File: config.mk
export PLATFORM = sky130hd
export DESIGN_NAME = intel_hex_record_writer_unit
export DESIGN_NICKNAME = d
export VERILOG_FILES = /design/src/rtl/ihrw_pkg.sv /design/src/rtl/intel_hex_record_writer_unit.sv /design/src/rtl/ihrw_ctrl.sv /design/src/rtl/ihrw_dp.sv
export SDC_FILE = /design/constraint.sdc
export NUM_CORES = 1
export LEC_CHECK = 0
export BUFFER_PORTS_ARGS = -buffer_cell sky130_fd_sc_hd__buf_4
export CORE_MARGIN = 2
export CORE_UTILIZATION = 63
export DETAILED_ROUTE_END_ITERATION = 10
export PLACE_DENSITY = 0.82
export SETUP_SLACK_MARGIN = 0.1
export SLEW_MARGIN = 20
export SYNTH_ARGS = -nofsm -noshare
export SYNTH_HDL_FRONTEND = slang
export SYNTH_SLANG_ARGS = --single-unit
File: constraint.sdc
create_clock -name i_clk -period 9.45 [get_ports i_clk]
set_input_delay 1.89 -clock i_clk [delete_from_list [all_inputs] [get_ports i_clk]]
set_output_delay 1.89 -clock i_clk [all_outputs]
set_load 0.1 [all_outputs]
File: src/rtl/ihrw_pkg.sv
// ============================================================================
// ihrw_pkg
// Shared types, constants and helper functions of the HEX record writer.
// ============================================================================
package ihrw_pkg;

    // Data bytes per record line, and the depth of the line buffer.
    localparam int LINE_BYTES = 32;
    localparam int BUF_DEPTH  = 32;
    localparam int BUF_AW     = $clog2(BUF_DEPTH);

    // Widths of the ports.
    localparam int ADDR_W  = 16;
    localparam int BYTE_W  = 8;
    localparam int LIMIT_W = 20;
    localparam int TEXT_W  = 64;
    localparam int CNT_W   = 4;
    localparam int IDX_W   = 2;
    localparam int CFG_W   = 20;

    // Line fill count (0 to BUF_DEPTH) and character position in a record.
    localparam int LCNT_W = 6;
    localparam int POS_W  = 7;

    // Configuration register indexes.
    localparam logic [IDX_W-1:0] REG_ENTRY_LIMIT = 2'd0;
    localparam logic [IDX_W-1:0] REG_GO_ENABLE   = 2'd1;
    localparam logic [IDX_W-1:0] REG_GO_ADDRESS  = 2'd2;

    localparam logic [LIMIT_W-1:0] ENTRY_LIMIT_RST = 20'd65536;

    // Input operation codes.
    localparam logic OP_DATA   = 1'b0;
    localparam logic OP_FINISH = 1'b1;

    // ASCII characters that appear as literals in records.
    localparam logic [7:0] CH_COLON = 8'h3A;
    localparam logic [7:0] CH_ZERO  = 8'h30;
    localparam logic [7:0] CH_ONE   = 8'h31;
    localparam logic [7:0] CH_THREE = 8'h33;
    localparam logic [7:0] CH_FOUR  = 8'h34;
    localparam logic [7:0] CH_F     = 8'h46;
    localparam logic [7:0] CH_NL    = 8'h0A;

    // Record types that the character sequencer can produce.
    typedef enum logic [1:0] {
        REC_DATA,
        REC_GO,
        REC_EOF
    } t_rec_kind;

    // Commands from the controller to the datapath.
    typedef struct packed {
        logic      capture;   // input transfer this cycle
        logic      acc_inc;   // count the held byte against the entry limit
        logic      place;     // write the held byte into the open line
        logic      emit;      // run the character sequencer
        t_rec_kind kind;      // record being produced
        logic      last;      // record closes the results of this item
    } t_dp_cmd;

    // Status from the datapath to the controller.
    typedef struct packed {
        logic op;          // held operation
        logic limit_hit;   // entry limit reached for this image
        logic brk;         // held address does not follow the previous one
        logic line_nz;     // open line holds at least one byte
        logic place_full;  // placing the held byte fills the line
        logic go_en;       // start record enabled
        logic rec_done;    // last character of the record stepped this cycle
    } t_dp_stat;

    // ASCII hex digit of a nibble, upper case.
    function automatic logic [7:0] hex_char(input logic [3:0] nib);
        logic [7:0] wide;
        wide = {4'h0, nib};
        if (nib < 4'd10) begin
            return 8'h30 + wide;
        end else begin
            return 8'h37 + wide;
        end
    endfunction

    // Nibble k of a 16-bit value, k = 0 being the most significant.
    function automatic logic [3:0] nib16(input logic [15:0] v, input logic [1:0] k);
        logic [3:0] res;
        case (k)
            2'd0:    res = v[15:12];
            2'd1:    res = v[11:8];
            2'd2:    res = v[7:4];
            default: res = v[3:0];
        endcase
        return res;
    endfunction

endpackage

File: src/rtl/intel_hex_record_writer_unit.sv
// ============================================================================
// intel_hex_record_writer_unit
// Turns (address, byte) transfers into Intel HEX text, up to eight characters
// per output transfer, with data, start segment and end-of-file records.
// ============================================================================
//
//  Channel  Handshake                Payload (width)                                  Dir
//  in       i_in_valid/o_in_ready    i_op(1) i_addr(16) i_value(8)                    sink
//  out      o_out_valid/i_out_ready  o_text(64) o_char_count(4) o_line_end o_last     source
//  cfg      i_cfg_we                 i_cfg_index(2) i_cfg_data(20)                    sink
//
//  A data byte that closes no line passes the transfer, an evaluation state
//  and the buffer write. A data record of n bytes has 12 + 2n characters,
//  the start segment record 20 and the end-of-file record 12, stepped one
//  character per cycle unless the output stalls. Reset is synchronous and
//  leaves the line buffer uncleared. The sequencer holds while a finished
//  chunk waits in the output register; input transfers come only between items.
//
module intel_hex_record_writer_unit (
    input  logic                          i_clk,
    input  logic                          i_rst_n,
    input  logic                          i_cfg_we,
    input  logic [ihrw_pkg::IDX_W-1:0]    i_cfg_index,
    input  logic [ihrw_pkg::CFG_W-1:0]    i_cfg_data,
    input  logic                          i_in_valid,
    output logic                          o_in_ready,
    input  logic                          i_op,
    input  logic [ihrw_pkg::ADDR_W-1:0]   i_addr,
    input  logic [ihrw_pkg::BYTE_W-1:0]   i_value,
    output logic                          o_out_valid,
    input  logic                          i_out_ready,
    output logic [ihrw_pkg::TEXT_W-1:0]   o_text,
    output logic [ihrw_pkg::CNT_W-1:0]    o_char_count,
    output logic                          o_line_end,
    output logic                          o_last
);
    import ihrw_pkg::*;

    t_dp_cmd  w_cmd;
    t_dp_stat w_stat;

    // The controller decides which record to produce and when to take the
    // next transfer; it sees the datapath only through the status struct.
    ihrw_ctrl u_ctrl (
        .i_clk      (i_clk),
        .i_rst_n    (i_rst_n),
        .i_in_valid (i_in_valid),
        .o_in_ready (o_in_ready),
        .i_stat     (w_stat),
        .o_cmd      (w_cmd)
    );

    // The datapath holds the open line, generates record characters and
    // packs them into the output register.
    ihrw_dp u_dp (
        .i_clk        (i_clk),
        .i_rst_n      (i_rst_n),
        .i_cfg_we     (i_cfg_we),
        .i_cfg_index  (i_cfg_index),
        .i_cfg_data   (i_cfg_data),
        .i_op         (i_op),
        .i_addr       (i_addr),
        .i_value      (i_value),
        .i_cmd        (w_cmd),
        .o_stat       (w_stat),
        .o_out_valid  (o_out_valid),
        .i_out_ready  (i_out_ready),
        .o_text       (o_text),
        .o_char_count (o_char_count),
        .o_line_end   (o_line_end),
        .o_last       (o_last)
    );

    // No new transfer is taken while a record is being produced.
    a_no_accept_while_emit: assert property (@(posedge i_clk) disable iff (!i_rst_n)
        o_in_ready |-> !w_cmd.emit)
        else $error("input ready while the record sequencer runs");

    // The closing chunk of an item always ends a record.
    a_last_ends_record: assert property (@(posedge i_clk) disable iff (!i_rst_n)
        (o_out_valid && o_last) |-> o_line_end)
        else $error("last chunk does not end a record");

    // A chunk carries one to eight characters.
    a_char_count_range: assert property (@(posedge i_clk) disable iff (!i_rst_n)
        o_out_valid |-> (o_char_count != 4'd0 && o_char_count <= 4'd8))
        else $error("chunk character count out of range");

    // After the end-of-file record the block is ready for a new image.
    a_eof_returns_idle: assert property (@(posedge i_clk) disable iff (!i_rst_n)
        (w_stat.rec_done && w_cmd.kind == REC_EOF) |=> o_in_ready)
        else $error("block not ready after end-of-file record");

endmodule

File: src/rtl/ihrw_ctrl.sv
// ============================================================================
// ihrw_ctrl
// Controller: sequences item evaluation, line flushes and closing records.
// ============================================================================
module ihrw_ctrl (
    input  logic              i_clk,
    input  logic              i_rst_n,
    input  logic              i_in_valid,
    output logic              o_in_ready,
    input  ihrw_pkg::t_dp_stat i_stat,
    output ihrw_pkg::t_dp_cmd  o_cmd
);
    import ihrw_pkg::*;

    typedef enum logic [2:0] {
        S_IDLE,
        S_EVAL,
        S_BRK,
        S_PLACE,
        S_FULL,
        S_FIN,
        S_GO,
        S_EOF
    } t_state;

    t_state r_state;
    t_state n_state;

    always_comb begin
        n_state        = r_state;
        o_cmd          = '0;
        o_cmd.kind     = REC_DATA;
        o_in_ready     = 1'b0;
        unique case (r_state)
            S_IDLE: begin
                o_in_ready    = 1'b1;
                o_cmd.capture = i_in_valid;
                if (i_in_valid) begin
                    n_state = S_EVAL;
                end
            end
            S_EVAL: begin
                if (i_stat.op == OP_FINISH) begin
                    if (i_stat.line_nz) begin
                        n_state = S_FIN;
                    end else if (i_stat.go_en) begin
                        n_state = S_GO;
                    end else begin
                        n_state = S_EOF;
                    end
                end else if (i_stat.limit_hit) begin
                    n_state = S_IDLE;
                end else begin
                    o_cmd.acc_inc = 1'b1;
                    n_state       = i_stat.brk ? S_BRK : S_PLACE;
                end
            end
            S_BRK: begin
                // The new byte starts a fresh line; it fills it only for one-byte lines.
                o_cmd.emit = 1'b1;
                o_cmd.kind = REC_DATA;
                o_cmd.last = 1'(LINE_BYTES > 1);
                if (i_stat.rec_done) begin
                    n_state = S_PLACE;
                end
            end
            S_PLACE: begin
                o_cmd.place = 1'b1;
                n_state     = i_stat.place_full ? S_FULL : S_IDLE;
            end
            S_FULL: begin
                o_cmd.emit = 1'b1;
                o_cmd.kind = REC_DATA;
                o_cmd.last = 1'b1;
                if (i_stat.rec_done) begin
                    n_state = S_IDLE;
                end
            end
            S_FIN: begin
                o_cmd.emit = 1'b1;
                o_cmd.kind = REC_DATA;
                if (i_stat.rec_done) begin
                    n_state = i_stat.go_en ? S_GO : S_EOF;
                end
            end
            S_GO: begin
                o_cmd.emit = 1'b1;
                o_cmd.kind = REC_GO;
                if (i_stat.rec_done) begin
                    n_state = S_EOF;
                end
            end
            S_EOF: begin
                o_cmd.emit = 1'b1;
                o_cmd.kind = REC_EOF;
                o_cmd.last = 1'b1;
                if (i_stat.rec_done) begin
                    n_state = S_IDLE;
                end
            end
            default: begin
                n_state = S_IDLE;
            end
        endcase
    end

    always_ff @(posedge i_clk) begin
        if (!i_rst_n) begin
            r_state <= S_IDLE;
        end else begin
            r_state <= n_state;
        end
    end

endmodule

File: src/rtl/ihrw_dp.sv
// ============================================================================
// ihrw_dp
// Datapath: configuration, line state, line buffer, character sequencer,
// chunk packer and output register.
// ============================================================================
module ihrw_dp (
    input  logic                          i_clk,
    input  logic                          i_rst_n,
    input  logic                          i_cfg_we,
    input  logic [ihrw_pkg::IDX_W-1:0]    i_cfg_index,
    input  logic [ihrw_pkg::CFG_W-1:0]    i_cfg_data,
    input  logic                          i_op,
    input  logic [ihrw_pkg::ADDR_W-1:0]   i_addr,
    input  logic [ihrw_pkg::BYTE_W-1:0]   i_value,
    input  ihrw_pkg::t_dp_cmd             i_cmd,
    output ihrw_pkg::t_dp_stat            o_stat,
    output logic                          o_out_valid,
    input  logic                          i_out_ready,
    output logic [ihrw_pkg::TEXT_W-1:0]   o_text,
    output logic [ihrw_pkg::CNT_W-1:0]    o_char_count,
    output logic                          o_line_end,
    output logic                          o_last
);
    import ihrw_pkg::*;

    // Configuration registers.
    logic [LIMIT_W-1:0] r_entry_limit;
    logic               r_go_enable;
    logic [ADDR_W-1:0]  r_go_address;

    // Held input item.
    logic               r_op;
    logic [ADDR_W-1:0]  r_addr;
    logic [BYTE_W-1:0]  r_val;

    // Line and image state.
    logic [LCNT_W-1:0]  r_line_count;
    logic [ADDR_W-1:0]  r_line_start;
    logic [ADDR_W-1:0]  r_prev_addr;
    logic [BYTE_W-1:0]  r_data_sum;
    logic [LIMIT_W-1:0] r_acc_count;

    // Line buffer and its read side.
    logic [BYTE_W-1:0]  r_line_mem [BUF_DEPTH];
    logic [BYTE_W-1:0]  r_rd_data;
    logic [BUF_AW-1:0]  r_byte_idx;
    logic [BUF_AW-1:0]  n_byte_idx;

    // Character sequencer and chunk packer.
    logic [POS_W-1:0]   r_pos;
    logic [2:0]         r_asm_cnt;
    logic [TEXT_W-1:0]  r_asm;

    // Output register.
    logic               r_out_valid;
    logic [TEXT_W-1:0]  r_text;
    logic [CNT_W-1:0]   r_char_count;
    logic               r_line_end;
    logic               r_last;

    logic [POS_W-1:0]   w_n2;
    logic [POS_W-1:0]   w_dend;
    logic [POS_W-1:0]   w_doff;
    logic [BYTE_W-1:0]  w_data_ck;
    logic [BYTE_W-1:0]  w_go_ck;
    logic [BYTE_W-1:0]  w_cnt8;
    logic               w_is_hex;
    logic [3:0]         w_nib;
    logic [7:0]         w_lit;
    logic [7:0]         w_char;
    logic               w_rec_end;
    logic               w_in_data;
    logic               w_chunk_done;
    logic               w_step;
    logic [TEXT_W-1:0]  w_asm_next;

    // ------------------------------------------------------------------
    // Record arithmetic.
    // ------------------------------------------------------------------
    assign w_cnt8    = {{(BYTE_W-LCNT_W){1'b0}}, r_line_count};
    assign w_n2      = {r_line_count, 1'b0};
    assign w_dend    = 7'd9 + w_n2;
    assign w_doff    = r_pos - 7'd9;
    assign w_data_ck = 8'h00 - (r_data_sum + w_cnt8 + r_line_start[15:8]
                                + r_line_start[7:0]);
    assign w_go_ck   = 8'h00 - (8'd7 + r_go_address[15:8] + r_go_address[7:0]);

    // Character at the current position of the selected record.
    always_comb begin
        w_is_hex  = 1'b0;
        w_nib     = 4'h0;
        w_lit     = CH_ZERO;
        w_rec_end = 1'b0;
        w_in_data = 1'b0;
        case (i_cmd.kind)
            REC_DATA: begin
                w_rec_end = (r_pos == w_dend + 7'd2);
                if (r_pos == 7'd0) begin
                    w_lit = CH_COLON;
                end else if (r_pos <= 7'd2) begin
                    w_is_hex = 1'b1;
                    w_nib    = (r_pos == 7'd1) ? w_cnt8[7:4] : w_cnt8[3:0];
                end else if (r_pos <= 7'd6) begin
                    w_is_hex = 1'b1;
                    w_nib    = nib16(r_line_start, 2'(r_pos - 7'd3));
                end else if (r_pos <= 7'd8) begin
                    w_lit = CH_ZERO;
                end else if (r_pos < w_dend) begin
                    w_is_hex  = 1'b1;
                    w_in_data = 1'b1;
                    w_nib     = w_doff[0] ? r_rd_data[3:0] : r_rd_data[7:4];
                end else if (r_pos == w_dend) begin
                    w_is_hex = 1'b1;
                    w_nib    = w_data_ck[7:4];
                end else if (r_pos == w_dend + 7'd1) begin
                    w_is_hex = 1'b1;
                    w_nib    = w_data_ck[3:0];
                end else begin
                    w_lit = CH_NL;
                end
            end
            REC_GO: begin
                w_rec_end = (r_pos == 7'd19);
                if (r_pos == 7'd0) begin
                    w_lit = CH_COLON;
                end else if (r_pos == 7'd2) begin
                    w_lit = CH_FOUR;
                end else if (r_pos == 7'd8) begin
                    w_lit = CH_THREE;
                end else if (r_pos <= 7'd12) begin
                    w_lit = CH_ZERO;
                end else if (r_pos <= 7'd16) begin
                    w_is_hex = 1'b1;
                    w_nib    = nib16(r_go_address, 2'(r_pos - 7'd13));
                end else if (r_pos == 7'd17) begin
                    w_is_hex = 1'b1;
                    w_nib    = w_go_ck[7:4];
                end else if (r_pos == 7'd18) begin
                    w_is_hex = 1'b1;
                    w_nib    = w_go_ck[3:0];
                end else begin
                    w_lit = CH_NL;
                end
            end
            REC_EOF: begin
                w_rec_end = (r_pos == 7'd11);
                if (r_pos == 7'd0) begin
                    w_lit = CH_COLON;
                end else if (r_pos == 7'd8) begin
                    w_lit = CH_ONE;
                end else if (r_pos == 7'd9 || r_pos == 7'd10) begin
                    w_lit = CH_F;
                end else if (r_pos == 7'd11) begin
                    w_lit = CH_NL;
                end else begin
                    w_lit = CH_ZERO;
                end
            end
            default: begin
                w_rec_end = 1'b1;
                w_lit     = CH_NL;
            end
        endcase
        w_char = w_is_hex ? hex_char(w_nib) : w_lit;
    end

    // The sequencer holds whenever a finished chunk has nowhere to go.
    assign w_chunk_done = (r_asm_cnt == 3'd7) || w_rec_end;
    assign w_step       = i_cmd.emit && !(w_chunk_done && r_out_valid && !i_out_ready);

    always_comb begin
        for (int i = 0; i < 8; i++) begin
            w_asm_next[8*i +: 8] = (r_asm_cnt == 3'(i)) ? w_char : r_asm[8*i +: 8];
        end
    end

    // Byte index of the buffer read; advances after the low nibble of a byte.
    always_comb begin
        n_byte_idx = r_byte_idx;
        if (w_step) begin
            if (w_rec_end) begin
                n_byte_idx = '0;
            end else if (w_in_data && w_doff[0]) begin
                n_byte_idx = r_byte_idx + 1'b1;
            end
        end
    end

    // ------------------------------------------------------------------
    // Line buffer.
    // ------------------------------------------------------------------
    always_ff @(posedge i_clk) begin
        if (i_cmd.place && !r_line_count[LCNT_W-1]) begin
            r_line_mem[r_line_count[BUF_AW-1:0]] <= r_val;
        end
        r_rd_data <= r_line_mem[n_byte_idx];
    end

    // Held item.
    always_ff @(posedge i_clk) begin
        if (i_cmd.capture) begin
            r_op   <= i_op;
            r_addr <= i_addr;
            r_val  <= i_value;
        end
    end

    // ------------------------------------------------------------------
    // Configuration, line state, sequencer and output register.
    // ------------------------------------------------------------------
    always_ff @(posedge i_clk) begin
        if (!i_rst_n) begin
            r_entry_limit <= ENTRY_LIMIT_RST;
            r_go_enable   <= 1'b0;
            r_go_address  <= '0;
            r_line_count  <= '0;
            r_line_start  <= '0;
            r_prev_addr   <= '0;
            r_data_sum    <= '0;
            r_acc_count   <= '0;
            r_byte_idx    <= '0;
            r_pos         <= '0;
            r_asm_cnt     <= '0;
            r_asm         <= '0;
            r_out_valid   <= 1'b0;
        end else begin
            if (i_cfg_we) begin
                unique case (i_cfg_index)
                    REG_ENTRY_LIMIT: r_entry_limit <= i_cfg_data[LIMIT_W-1:0];
                    REG_GO_ENABLE:   r_go_enable   <= i_cfg_data[0];
                    REG_GO_ADDRESS:  r_go_address  <= i_cfg_data[ADDR_W-1:0];
                    default: ;
                endcase
            end

            if (i_cmd.acc_inc) begin
                r_acc_count <= r_acc_count + 1'b1;
            end

            if (i_cmd.place) begin
                r_line_count <= r_line_count + 1'b1;
                r_prev_addr  <= r_addr;
                if (r_line_count == '0) begin
                    r_line_start <= r_addr;
                    r_data_sum   <= r_val;
                end else begin
                    r_data_sum <= r_data_sum + r_val;
                end
            end

            r_byte_idx <= n_byte_idx;

            if (w_step) begin
                if (w_rec_end) begin
                    r_pos <= '0;
                    if (i_cmd.kind == REC_DATA) begin
                        r_line_count <= '0;
                        r_data_sum   <= '0;
                    end else if (i_cmd.kind == REC_EOF) begin
                        r_line_count <= '0;
                        r_line_start <= '0;
                        r_prev_addr  <= '0;
                        r_data_sum   <= '0;
                        r_acc_count  <= '0;
                    end
                end else begin
                    r_pos <= r_pos + 1'b1;
                end
                if (w_chunk_done) begin
                    r_asm_cnt <= '0;
                    r_asm     <= '0;
                end else begin
                    r_asm_cnt <= r_asm_cnt + 1'b1;
                    r_asm     <= w_asm_next;
                end
            end

            if (w_step && w_chunk_done) begin
                r_out_valid <= 1'b1;
            end else if (i_out_ready) begin
                r_out_valid <= 1'b0;
            end
        end
    end

    // Output payload.
    always_ff @(posedge i_clk) begin
        if (w_step && w_chunk_done) begin
            r_text       <= w_asm_next;
            r_char_count <= {1'b0, r_asm_cnt} + 4'd1;
            r_line_end   <= w_rec_end;
            r_last       <= w_rec_end && i_cmd.last;
        end
    end

    // Status to the controller.
    always_comb begin
        o_stat            = '0;
        o_stat.op         = r_op;
        o_stat.limit_hit  = (r_acc_count >= r_entry_limit);
        o_stat.brk        = (r_line_count != '0)
                            && ((r_prev_addr == 16'hFFFF) || (r_addr != r_prev_addr + 16'd1));
        o_stat.line_nz    = (r_line_count != '0);
        o_stat.place_full = (r_line_count >= LCNT_W'(LINE_BYTES - 1));
        o_stat.go_en      = r_go_enable;
        o_stat.rec_done   = w_step && w_rec_end;
    end

    assign o_out_valid  = r_out_valid;
    assign o_text       = r_text;
    assign o_char_count = r_char_count;
    assign o_line_end   = r_line_end;
    assign o_last       = r_last;

endmodule

==> out/results.tsv <==
stage	metric	value	unit
routing	vias	18300	
setup_path	end_kind	flop	
timing	rsz0062_at_grt	false	
clock_network	cts_root_buf	clkbuf_16	
clock_network	clk-insertion-delay-late	0.62	ns
setup_path	critPathCapture	u_dp.o_text[22]$_DFFE_PP_	
synthesis	synth_edf_count	351	
global_routing	grt_pass1_vias	17800	
cells_and_area	nNetsFinal	2612	
floorplanning	dieArea	0.0410	sq mm
floorplanning	floorplan.initialDensity	0.640	
clock_network	post_cts_buffers	0	
placed_design	io_buffers	123	
timing	post-route-period-util	0.595	
setup_path	reg2reg_depth	16	
floorplanning	pin_count	124	
clock_network	cts_tree	done	
synthesis	synth-seq-cells	545	
clock_network	clock_path_buffers	3	
floorplanning	fp.dieW	203	um
setup_path	crit_start	u_dp.r_line_count[3]$_SDFF_PN0_	
placed_design	dpl_worst_slack	3.91	ns
worst_hold_path	hp-class	flop to flop	
synthesis	netlist_instances	2370	
power	p_per_area	261	mW/mm^2
synthesis	synth_top_area_frac	0.424	
run_status	outcome	finished clean	
power	p_leak	10.2	nW
routing	drc	0	
synthesis	ys_seq_area_frac	0.580	
clock_network	cts_made_buffers	54	
global_routing	met3_usage	0.0552	
routing	drt_iter0_markers	1792	
clock_network	hold_buffers	0	
placed_design	placedInstanceArea	0.0262	sq mm
synthesis	ys_warn_count	0	
cells_and_area	drive_above_1_share	0.114	
routing	drt_wl_total	59.9	mm
synthesis	synth_area_leader_cell	edfxtp_1	
global_routing	grt_util_met2	0.470	
timing	worst_slack	3.83	ns
floorplanning	core	0.0388	sq mm
global_routing	grt_max_degree	104	
synthesis	synth_flop_cell	edfxtp_1	
clock_network	cts.sinks	545	
synthesis	syn_nets	2520	
timing	hold_viol	0	
clock_network	cts-resized-gates	0	
cells_and_area	utilization	0.724	
timing	fmax	178	MHz
global_routing	grt_first_pass_wirelength	95.3	mm
synthesis	ys_top_cells_by_area	edfxtp_1 (42%), dfxtp_1 (16%), nand2_1 (7.5%)	
floorplanning	row_count	72	
synthesis	synth_cell_types	81	
cells_and_area	stdcell_area	0.0281	sq mm
setup_path	r2r-end	u_dp.o_text[22]$_DFFE_PP_	
timing	finalSetupViolCount	0	
timing	finalSetupTns	0	ns
floorplanning	fp.dieH	203	um
cells_and_area	n_fill_cell	2638	
global_routing	grt_usage	0.293	
routing	wl_per_cell	19.8	um
setup_path	cp_common_cell	a21oi_1	
cells_and_area	layout_common_cells	nand2_1 (498), edfxtp_1 (351), dfxtp_1 (194)	
cells_and_area	final_common_cell	nand2_1	
setup_path	reg2reg_slack	3.83	ns
global_routing	gr-max-usage-layer	met2	
timing	skew	0.0323	ns
global_routing	overflow	0	
setup_path	cp.required	9.75	ns
setup_path	crit_path_top_delay_cell	nor2_1	
setup_path	path_class	flop to flop	
synthesis	synth_area_per_cell	10.5	sq um
flow_run	maxCapViolCount	0	
timing	tightest_slew	1.12	ns
setup_path	r2r-start	u_dp.r_line_count[3]$_SDFF_PN0_	
timing	slew_headroom	0.253	
routing	firstDrtPassIters	6	
global_routing	use_met1	0.405	
clock_network	clkSlewWorstSetupHoldPaths	0.06	ns
worst_hold_path	min_from	u_dp.r_asm[8]$_SDFFE_PN0P_	
routing	detail-route-antenna-nets	0	
global_routing	antenna_found_initial	0	
setup_path	slowest_delay	0.73	ns
cells_and_area	syn_to_final_growth	13.2	%
cells_and_area	num_antenna_cells	0	
clock_network	htree_levels	2	
timing	slew_viol_final	0	
timing	fin_crit	5.62	ns
setup_path	crit_fanout	15	
synthesis	async_flop_share	0	
setup_path	crit_chain	clkinv_1 > fa_1 > fa_1 > ha_1 > ha_1 > a21o_1 > a21oi_1 > o21bai_1 > a21oi_1 > xnor2_1 > nand2_1 > a21oi_1 > nor4_1 > nor2_1 > nor2_1 > o21ai_0	
setup_path	cp.arrival	5.92	ns
power	peakVddDrop	0.280	mV
routing	vias_per_cell	6.04	
placed_design	post-dp-hpwl	39.4	mm
setup_path	startpoint_type	flop	
placed_design	place_congestion	0.930	
synthesis	synth_area	0.0248	sq mm
## per-layer routing
layer,wire (um),part of all wire,vias up
met2,28200,0.47,836
li1,-,-,8591
met1,25200,0.42,8753
met5,0,0,-
met3,4880,0.081,108
met4,1630,0.027,0
## metrics by stage
stage,cells,power (mW),hold WS (ns)
after CTS,3025,7.33,0.454
after floorplan,2370,4.59,0.421
after detailed placement,2923,5.11,0.439
final,3026,7.33,0.452
after global routing,3026,7.58,0.469
after global placement,2922,5.08,0.433
## layout make-up
class                      count  area, sq um  area share
clock inverter                37          408      0.0145
timing repair buffer         150         1140      0.0406
inverter                     103          387      0.0137
sequential                   545        14400       0.513
tap                          518          648      0.0230
clock buffer                  65         1480      0.0525
multi-input combinational   1608         9640       0.343
## registers in the layout, summed over array words and instances, names as in the netlist, 4 cells and up
signal,cells
u_dp.r_line_mem,256
u_dp.o_text,64
u_dp.r_asm,64
u_dp.r_acc_count,20
u_dp.r_entry_limit,20
u_dp.r_addr,16
u_dp.r_go_address,16
u_dp.r_line_start,16
u_dp.r_prev_addr,16
u_dp.r_data_sum,8
u_dp.r_rd_data,8
u_dp.r_val,8
u_dp.r_pos,7
u_dp.r_line_count,6
u_dp.r_byte_idx,5
u_dp.o_char_count,4
## where the power goes
group          switching, mW  leakage [nW]  total [mW]  internal [mW]
logic                   1.62          4.45        2.08          0.466
clock network          0.929         0.927        2.24           1.31
registers              0.143          4.77        3.00           2.86
## cell usage after synthesis (23+ instances only)
cell type and count:
mux2i_1 52, inv_1 101, nand2_1 498, clkbuf_1 86, o21ai_0 158, ha_1 83, and2_1 30, edfxtp_1 351
a21oi_1 136, xor2_1 25, nand3_1 81, nor2_1 129, dfxtp_1 194, xnor2_1 45, a21boi_0 38, a31oi_1 23
## critical path: cells and delay by family, from the launching register on
kind | cells | cell delay [ns]
buffers and inverters | 1 | 0.36
and+or+nand+nor | 4 | 1.65
DFF | 1 | 0.46
AOI/OAI and AO/OA | 6 | 1.04
adders and majority gates | 4 | 1.71
xor gates and xnor gates | 1 | 0.10
## worst min path at each step
stage                                       end  cells after the start
floorplan           u_dp.r_asm[39]$_SDFFE_PN0P_                      1
global placement    u_dp.r_asm[55]$_SDFFE_PN0P_                      1
detailed placement  u_dp.r_asm[31]$_SDFFE_PN0P_                      1
CTS                  u_dp.r_asm[8]$_SDFFE_PN0P_                      2
global route        u_dp.r_asm[31]$_SDFFE_PN0P_                      1
finish               u_dp.r_asm[8]$_SDFFE_PN0P_                      2
## logic make-up after synthesis
kind of cell | Yosys count | share of synthesized area
AOI/OAI and AO/OA | 488 | 0.120
xor gates and xnor gates | 71 | 0.0253
adders and majority gates | 99 | 0.0543
buffers and inverters | 217 | 0.0344
DFF | 545 | 0.580
muxes | 69 | 0.0287
and+or+nand+nor | 881 | 0.157
(Power assumes the default switching activity.)
